$ cat config.mk
export PLATFORM = sky130hd
export DESIGN_NAME = ring_buffer_deque_top_flat
export DESIGN_NICKNAME = d
export VERILOG_FILES = /design/src/rtl/rbd_pkg.sv /design/src/rtl/rbd_if.sv /design/src/rtl/rbd_cell.sv /design/src/rtl/ring_buffer_deque_top.sv /design/src/flat_wrapper.sv
export SDC_FILE = /design/constraint.sdc
export NUM_CORES = 1
export LEC_CHECK = 0
export ABC_CLOCK_PERIOD_IN_PS = 5900
export CAP_MARGIN = 20
export CORE_AREA = 2 2 268 270
export DETAILED_ROUTE_END_ITERATION = 16
export DIE_AREA = 0 0 270 272
export DONT_BUFFER_PORTS = 1
export PLACE_DENSITY_LB_ADDON = 0.1
export REMOVE_ABC_BUFFERS = 1
export SYNTH_ARGS = -nofsm -noshare
export SYNTH_HDL_FRONTEND = slang
export SYNTH_SLANG_ARGS = --single-unit
$ cat constraint.sdc
create_clock -name clk -period 5.9 [get_ports clk]
set_input_delay 1.475 -clock clk [delete_from_list [all_inputs] [get_ports clk]]
set_output_delay 1.475 -clock clk [all_outputs]
set_load 0.02 [all_outputs]
$ cat src/rtl/rbd_pkg.sv
// ============================================================================
// rbd_pkg
// Shared types and constants for the ring buffer deque.
// ============================================================================
package rbd_pkg;

  localparam int DEPTH  = 16;
  localparam int DATA_W = 32;
  localparam int CNT_W  = $clog2(DEPTH + 1);

  typedef enum logic [1:0] {
    KIND_PUSH_BACK  = 2'd0,
    KIND_PUSH_FRONT = 2'd1,
    KIND_POP_BACK   = 2'd2,
    KIND_POP_FRONT  = 2'd3
  } kind_t;

  typedef enum logic [1:0] {
    ST_DONE  = 2'd0,
    ST_FULL  = 2'd1,
    ST_EMPTY = 2'd2
  } status_t;

  // per-cycle command broadcast to every cell
  typedef enum logic [2:0] {
    OP_HOLD,
    OP_LOAD_BACK,
    OP_SHIFT_BACK,
    OP_SHIFT_FRONT,
    OP_DROP_BACK
  } cell_op_t;

  typedef struct packed {
    cell_op_t                  op;
    logic signed [DATA_W-1:0]  value;
  } cell_ctl_t;

endpackage

$ cat src/rtl/rbd_if.sv
// ============================================================================
// rbd_if
// Valid/ready channels for deque commands and results.
// ============================================================================
interface rbd_cmd_if;
  logic                             valid;
  logic                             ready;
  logic [1:0]                       kind;
  logic signed [rbd_pkg::DATA_W-1:0] value;

  modport source (output valid, kind, value, input ready);
  modport sink   (input valid, kind, value, output ready);
endinterface

interface rbd_res_if;
  logic                              valid;
  logic                              ready;
  logic [1:0]                        status;
  logic [rbd_pkg::CNT_W-1:0]         count;
  logic signed [rbd_pkg::DATA_W-1:0] front_value;
  logic signed [rbd_pkg::DATA_W-1:0] back_value;

  modport source (output valid, status, count, front_value, back_value, input ready);
  modport sink   (input valid, status, count, front_value, back_value, output ready);
endinterface

$ cat src/rtl/rbd_cell.sv
// ============================================================================
// rbd_cell
// One deque slot: a valid flag and a word, shifting with its neighbors.
// ============================================================================
module rbd_cell (
  input  logic                              clk,
  input  logic                              rst,
  input  rbd_pkg::cell_ctl_t                ctl,
  input  logic                              prev_valid,
  input  logic signed [rbd_pkg::DATA_W-1:0] prev_data,
  input  logic                              next_valid,
  input  logic signed [rbd_pkg::DATA_W-1:0] next_data,
  output logic                              valid,
  output logic signed [rbd_pkg::DATA_W-1:0] data
);

  always_ff @(posedge clk) begin
    if (rst) begin
      valid <= 1'b0;
    end else begin
      case (ctl.op)
        rbd_pkg::OP_LOAD_BACK:   if (!valid && prev_valid) valid <= 1'b1;
        rbd_pkg::OP_SHIFT_BACK:  valid <= prev_valid;
        rbd_pkg::OP_SHIFT_FRONT: valid <= next_valid;
        rbd_pkg::OP_DROP_BACK:   valid <= valid && next_valid;
        default:                 valid <= valid;
      endcase
    end
  end

  // payload, no reset
  always_ff @(posedge clk) begin
    case (ctl.op)
      rbd_pkg::OP_LOAD_BACK:   if (!valid && prev_valid) data <= ctl.value;
      rbd_pkg::OP_SHIFT_BACK:  data <= prev_data;
      rbd_pkg::OP_SHIFT_FRONT: data <= next_data;
      default:                 data <= data;
    endcase
  end

endmodule

$ cat src/rtl/ring_buffer_deque_top.sv
// ============================================================================
// ring_buffer_deque_top
// Double-ended queue of signed words held in a row of shifting cells.
// ============================================================================
// Usage:
//   cmd  (sink)  : one word per operation - kind (push back, push front,
//                  pop back, pop front) and value (used by pushes only).
//   res  (source): one word per command - status, count after the command,
//                  front and back values (both 0 when empty).
// Structure: a row of DEPTH cells, cell 0 being the front. Push front and
//   pop front shift the whole row one step; push back loads the first free
//   cell; pop back clears the last occupied cell. The back value is picked
//   from the cell whose right neighbor is empty.
// Latency: a result appears the cycle after its command is taken.
// Throughput: one command per cycle while res is not held off, set by the
//   single update of the cell row per command; the result register takes a
//   new word whenever it is empty or being read in the same cycle.
// Stall: while res is held off, cmd.ready stays low and the cells hold.
// Reset: all cells empty, count zero, no result pending. Cell data is not
//   reset; only occupied cells are ever shown.
// Full pushes report status 1 and change nothing; pops on an empty deque
//   report status 2 and change nothing.
// ============================================================================
module ring_buffer_deque_top (
  input  logic      clk,
  input  logic      rst,
  rbd_cmd_if.sink   cmd,
  rbd_res_if.source res
);

  localparam int D = rbd_pkg::DEPTH;
  localparam int W = rbd_pkg::DATA_W;
  localparam int C = rbd_pkg::CNT_W;

  logic [D-1:0]          vld;
  logic signed [W-1:0]   data [D];
  logic [D-1:0]          last;

  rbd_pkg::cell_ctl_t    ctl;
  rbd_pkg::status_t      st_next;
  rbd_pkg::status_t      status;
  logic [C-1:0]          count;
  logic [C-1:0]          count_next;
  logic                  out_valid;
  logic                  take;
  logic                  full;
  logic                  empty;
  logic signed [W-1:0]   back_sel;

  assign full  = vld[D-1];
  assign empty = !vld[0];

  assign cmd.ready = !out_valid || res.ready;
  assign take      = cmd.valid && cmd.ready;

  // command decode into a cell-row operation
  always_comb begin
    ctl.value  = cmd.value;
    ctl.op     = rbd_pkg::OP_HOLD;
    st_next    = rbd_pkg::ST_DONE;
    count_next = count;
    case (rbd_pkg::kind_t'(cmd.kind))
      rbd_pkg::KIND_PUSH_BACK: begin
        if (full) st_next = rbd_pkg::ST_FULL;
        else begin
          ctl.op     = rbd_pkg::OP_LOAD_BACK;
          count_next = count + C'(1);
        end
      end
      rbd_pkg::KIND_PUSH_FRONT: begin
        if (full) st_next = rbd_pkg::ST_FULL;
        else begin
          ctl.op     = rbd_pkg::OP_SHIFT_BACK;
          count_next = count + C'(1);
        end
      end
      rbd_pkg::KIND_POP_BACK: begin
        if (empty) st_next = rbd_pkg::ST_EMPTY;
        else begin
          ctl.op     = rbd_pkg::OP_DROP_BACK;
          count_next = count - C'(1);
        end
      end
      rbd_pkg::KIND_POP_FRONT: begin
        if (empty) st_next = rbd_pkg::ST_EMPTY;
        else begin
          ctl.op     = rbd_pkg::OP_SHIFT_FRONT;
          count_next = count - C'(1);
        end
      end
      default: ctl.op = rbd_pkg::OP_HOLD;
    endcase
    if (!take) begin
      ctl.op     = rbd_pkg::OP_HOLD;
      count_next = count;
    end
  end

  // cell row: the head sees a valid neighbor carrying cmd.value; the tail sees an empty one
  for (genvar i = 0; i < D; i++) begin : g_cell
    logic                pv;
    logic signed [W-1:0] pd;
    logic                nv;
    logic signed [W-1:0] nd;

    if (i == 0) begin : g_head
      assign pv = 1'b1;
      assign pd = cmd.value;
    end else begin : g_mid
      assign pv = vld[i-1];
      assign pd = data[i-1];
    end
    if (i == D-1) begin : g_tail
      assign nv = 1'b0;
      assign nd = '0;
    end else begin : g_rest
      assign nv = vld[i+1];
      assign nd = data[i+1];
    end

    rbd_cell u_cell (
      .clk        (clk),
      .rst        (rst),
      .ctl        (ctl),
      .prev_valid (pv),
      .prev_data  (pd),
      .next_valid (nv),
      .next_data  (nd),
      .valid      (vld[i]),
      .data       (data[i])
    );
  end

  // last occupied cell marks the back
  assign last = vld & ~(vld >> 1);

  always_comb begin
    back_sel = '0;
    for (int i = 0; i < D; i++) begin
      back_sel = back_sel | (data[i] & {W{last[i]}});
    end
  end

  always_ff @(posedge clk) begin
    if (rst) begin
      out_valid <= 1'b0;
      count     <= '0;
    end else begin
      count <= count_next;
      if (take) out_valid <= 1'b1;
      else if (res.ready) out_valid <= 1'b0;
    end
  end

  always_ff @(posedge clk) begin
    if (take) status <= st_next;
  end

  assign res.valid       = out_valid;
  assign res.status      = status;
  assign res.count       = count;
  assign res.front_value = vld[0] ? data[0] : '0;
  assign res.back_value  = back_sel;

  // occupied cells always form a prefix of the row
  a_prefix: assert property (@(posedge clk) disable iff (rst)
    ((vld >> 1) & ~vld) == '0)
    else $error("deque cells not contiguous");

  a_count: assert property (@(posedge clk) disable iff (rst)
    $countones(vld) == int'(count))
    else $error("count does not match occupied cells");

  a_full: assert property (@(posedge clk) disable iff (rst)
    out_valid && status == rbd_pkg::ST_FULL |-> count == C'(D))
    else $error("full status with free cells");

  a_empty: assert property (@(posedge clk) disable iff (rst)
    out_valid && status == rbd_pkg::ST_EMPTY |-> count == '0 && !vld[0])
    else $error("empty status with occupied cells");

  a_hold: assert property (@(posedge clk) disable iff (rst)
    out_valid && !res.ready |=> $stable(vld) && $stable(count))
    else $error("cells changed under a stalled result");

endmodule
$ cat src/flat_wrapper.sv
// flat-port wrapper written by rule: the top's interface ports become plain ports
module ring_buffer_deque_top_flat 
  (clk, rst, cmd_valid, cmd_kind, cmd_value, cmd_ready, res_valid, res_status, res_count, res_front_value, res_back_value, res_ready);
  rbd_cmd_if cmd_i ();
  rbd_res_if res_i ();
  input  logic clk;
  input  logic rst;
  input wire logic [$bits(cmd_i.valid)-1:0] cmd_valid;
  input wire logic [$bits(cmd_i.kind)-1:0] cmd_kind;
  input wire logic [$bits(cmd_i.value)-1:0] cmd_value;
  output wire logic [$bits(cmd_i.ready)-1:0] cmd_ready;
  output wire logic [$bits(res_i.valid)-1:0] res_valid;
  output wire logic [$bits(res_i.status)-1:0] res_status;
  output wire logic [$bits(res_i.count)-1:0] res_count;
  output wire logic [$bits(res_i.front_value)-1:0] res_front_value;
  output wire logic [$bits(res_i.back_value)-1:0] res_back_value;
  input wire logic [$bits(res_i.ready)-1:0] res_ready;
  assign cmd_i.valid = cmd_valid;
  assign cmd_i.kind = cmd_kind;
  assign cmd_i.value = cmd_value;
  assign cmd_ready = cmd_i.ready;
  assign res_valid = res_i.valid;
  assign res_status = res_i.status;
  assign res_count = res_i.count;
  assign res_front_value = res_i.front_value;
  assign res_back_value = res_i.back_value;
  assign res_i.ready = res_ready;
  ring_buffer_deque_top u_core (.clk(clk), .rst(rst), .cmd(cmd_i), .res(res_i));
endmodule
==> impl_metrics.yaml <==
global_route:
  grtUsageTotal_pct: 25.6
  grt_pass1_wl_um: 140000
  grt_pass1_vias: 19500
  grt_antenna_before_repair: 2
  grt_max_degree: 77
  grt_overflow_total: 0
power:
  p_per_area_nw_per_um2: 338
  power_mw: 10.1
  leakage_nw: 9.89
  max-vdd-ir-drop_mv: 0.147
timing:
  rsz0062_at_grt: "false"
  min_period_ns: 4.58
  worstMarginPinSlew_ns: 1.19
  hold_viol_final: 0
  finalCritPeriodShare_pct: 77.6
  slew_violations: 0
  setup_viol: 0
  clock_skew_ns: 0.0255
  fin_ws_ns: 1.32
  hold-worst-slack_ns: 0.564
  relSlewSlack_pct: 20.5
  fmax_mhz: 218
floorplan:
  io_pins: 111
  die_height_um: 272
  dieArea_um2: 73400
  start_util_pct: 38.6
  core-area_um2: 70800
  die_w_um: 270
  placementRows: 98
yosys:
  avgSynthCellArea_um2: 14.9
  ys_warn_count: 0
  synthTopCellsByCount: "edfxtp_1 (514), a221o_1 (350), a221oi_1 (130)"
  synth_seq_cells: 536
  synth-main-ff-cell: "edfxtp_1"
  synth_edf_count: 514
  synth_most_common_cell: "edfxtp_1"
  yosysSeqAreaShare_pct: 58.1
  ys_types: 53
  synthArstFlopShare_pct: 0
  yosysTopAreaCellShare_pct: 56.5
  syn_inst: 1832
  netlist_area_um2: 27300
  synth_top_area_cell: "edfxtp_1"
  synthTopCellsByArea: "edfxtp_1 (57%), a221o_1 (13%), a221oi_1 (4.2%), a22o_1 (4.1%), a221o_2 (4.1%)"
drt:
  drcViolationCount: 0
  wirelength_um: 96900
  drt_pre_antenna_iters: 7
  via_per_inst: 7.21
  ant_nets: 0
  vias: 19800
  wl_per_cell_um: 35.2
  drt_iter0_drc: 2794
clock_network:
  root_buffer: "clkbuf_16"
  hold_buffers: 0
  max-clock-path-buffers: 3
  cts.reportedPaths.clkPinSlew_ns: 0.06
  post_cts_resized: 0
  clock_latency_ns: 0.60
  clock_sinks: 536
  htreeDepth: 3
  cts_buffers: 66
  cts_tree: "built"
  post_cts_buffers: 0
place:
  pre_cts_ws_ns: 1.81
  routabilityCongestion: 0.816
  placed_area_um2: 27800
  hpwl_um: 55500
  port_buffers: 0
hold_path:
  hp-class: "flip-flop to flip-flop"
finish:
  drive_gt1_share_pct: 21.7
  nNetsFinal: 1791
  final_area_um2: 29900
  regArea_um2: 15900
  final_util_pct: 42.3
  multi_input_area_um2: 9830
  areaGrowthSynthToFinish_pct: 9.56
  num-fill-cells: 6376
critical_path:
  cp.required_ns: 4.43
  cpLargestDelayFamily: "simple AND/OR/NAND/NOR gates"
  endpoint: "res_back_value[25]"
  crit_chain: "nor2b_4, buf_4, a22o_1, a221oi_1, nand4_1"
  path_depth: 5
  endpoint_kind: "output port"
  crit_slowest_cell: "nor2b_4"
  crit_type: "flip-flop to output port"
  critPathArrivalTime_ns: 3.10
  path_buf_inv: 1
  ff2ff_path_depth: 5
  r2r-end: "u_core.g_cell[5].u_cell.data[3]"
  r2r_slack_ns: 2.65
  rr_startpoint: "u_core.g_cell[4].u_cell.valid"
  crit_fanout: 17
  slowest_delay_ns: 0.77
  critPathLaunch: "u_core.g_cell[3].u_cell.valid"
  cp-start-kind: "flip-flop"
run_status:
  status: "completed"
flow_run:
  cap_viol_max_count: 0
[where the power goes]
| group | internal [mW] | switching (mW) | total [mW] |
|---|---|---|---|
| Clock | 2.45 | 1.63 | 4.08 |
| Sequential | 4.47 | 0.218 | 4.69 |
| Combinational | 0.473 | 0.878 | 1.35 |
[state kept, by name (all words and copies together) (netlist names)]
signal and flops:
u_core.g_cell.u_cell.data 512, u_core.g_cell.u_cell.valid 16, u_core.res.count 5, u_core.res.status 2, u_core.res.valid 1
[metal layers]
layer  wire [um]  up-vias  global-route usage (%)  part of all wire, %
li1            -     7982                       -                    -
met3        9290      174                    5.18                  9.6
met4        2370        2                    8.14                  2.4
met2       43700     1236                    39.0                   45
met5          13        -                       0                0.013
met1       41500    10400                    36.8                   43
[placed cells by master, fill, tap and decap left out, drive strengths merged, types with 32 or more instances in the layout]
master    n
and2     33
a21oi    33
buf      82
a22o    129
o21ai    38
a221o   450
mux2     33
a21boi   32
clkbuf   88
edfxtp  514
a21o     34
a221oi  130
nand4    32
[worst min path at each step]
stage,depth (start not counted),slack (ns),from,endpoint
after global routing,2,0.61,u_core.g_cell[1].u_cell.valid,u_core.g_cell[1].u_cell.valid
final,2,0.56,u_core.g_cell[1].u_cell.valid,u_core.g_cell[1].u_cell.valid
after global placement,2,0.56,u_core.g_cell[1].u_cell.valid,u_core.g_cell[1].u_cell.valid
after floorplan,2,0.48,u_core.g_cell[1].u_cell.valid,u_core.g_cell[1].u_cell.valid
after detailed placement,2,0.55,u_core.g_cell[1].u_cell.valid,u_core.g_cell[1].u_cell.valid
after CTS,2,0.56,u_core.g_cell[1].u_cell.valid,u_core.g_cell[1].u_cell.valid
[cell type report]
cell class | count | area share, %
inverters | 20 | 0.251
diodes | 2 | 0.0167
multi-input cells | 1043 | 32.9
flip-flops and latches | 536 | 53.1
clock inverters | 31 | 1.07
well taps | 950 | 3.97
repair buffers | 82 | 2.75
clock buffers | 88 | 6.01
[through the flow]
| stage | instances | setup TNS, ns |
|---|---|---|
| after CTS | 2749 | 0 |
| after detailed placement | 2630 | 0 |
| after global routing | 2750 | 0 |
| after floorplan | 1599 | -3101.77 |
| final | 2752 | 0 |
| after global placement | 2630 | 0 |
[worst min-delay path, cell delays in order (launching register included)]
cell	delay [ns]
dfxtp_1	0.37
inv_1	0.08
a221oi_1	0.07
[cells by family after synthesis]
kind of cell	synth area share, %
adder cells (fa/ha/maj)	0.211
AO/OA/AOI/OAI	30.3
multiplexers	1.43
XOR/XNOR	0.0962
AND/OR/NAND/NOR	2.87
buffers and inverters	7.00
flip-flops	58.1
(Power assumes the default switching activity.)
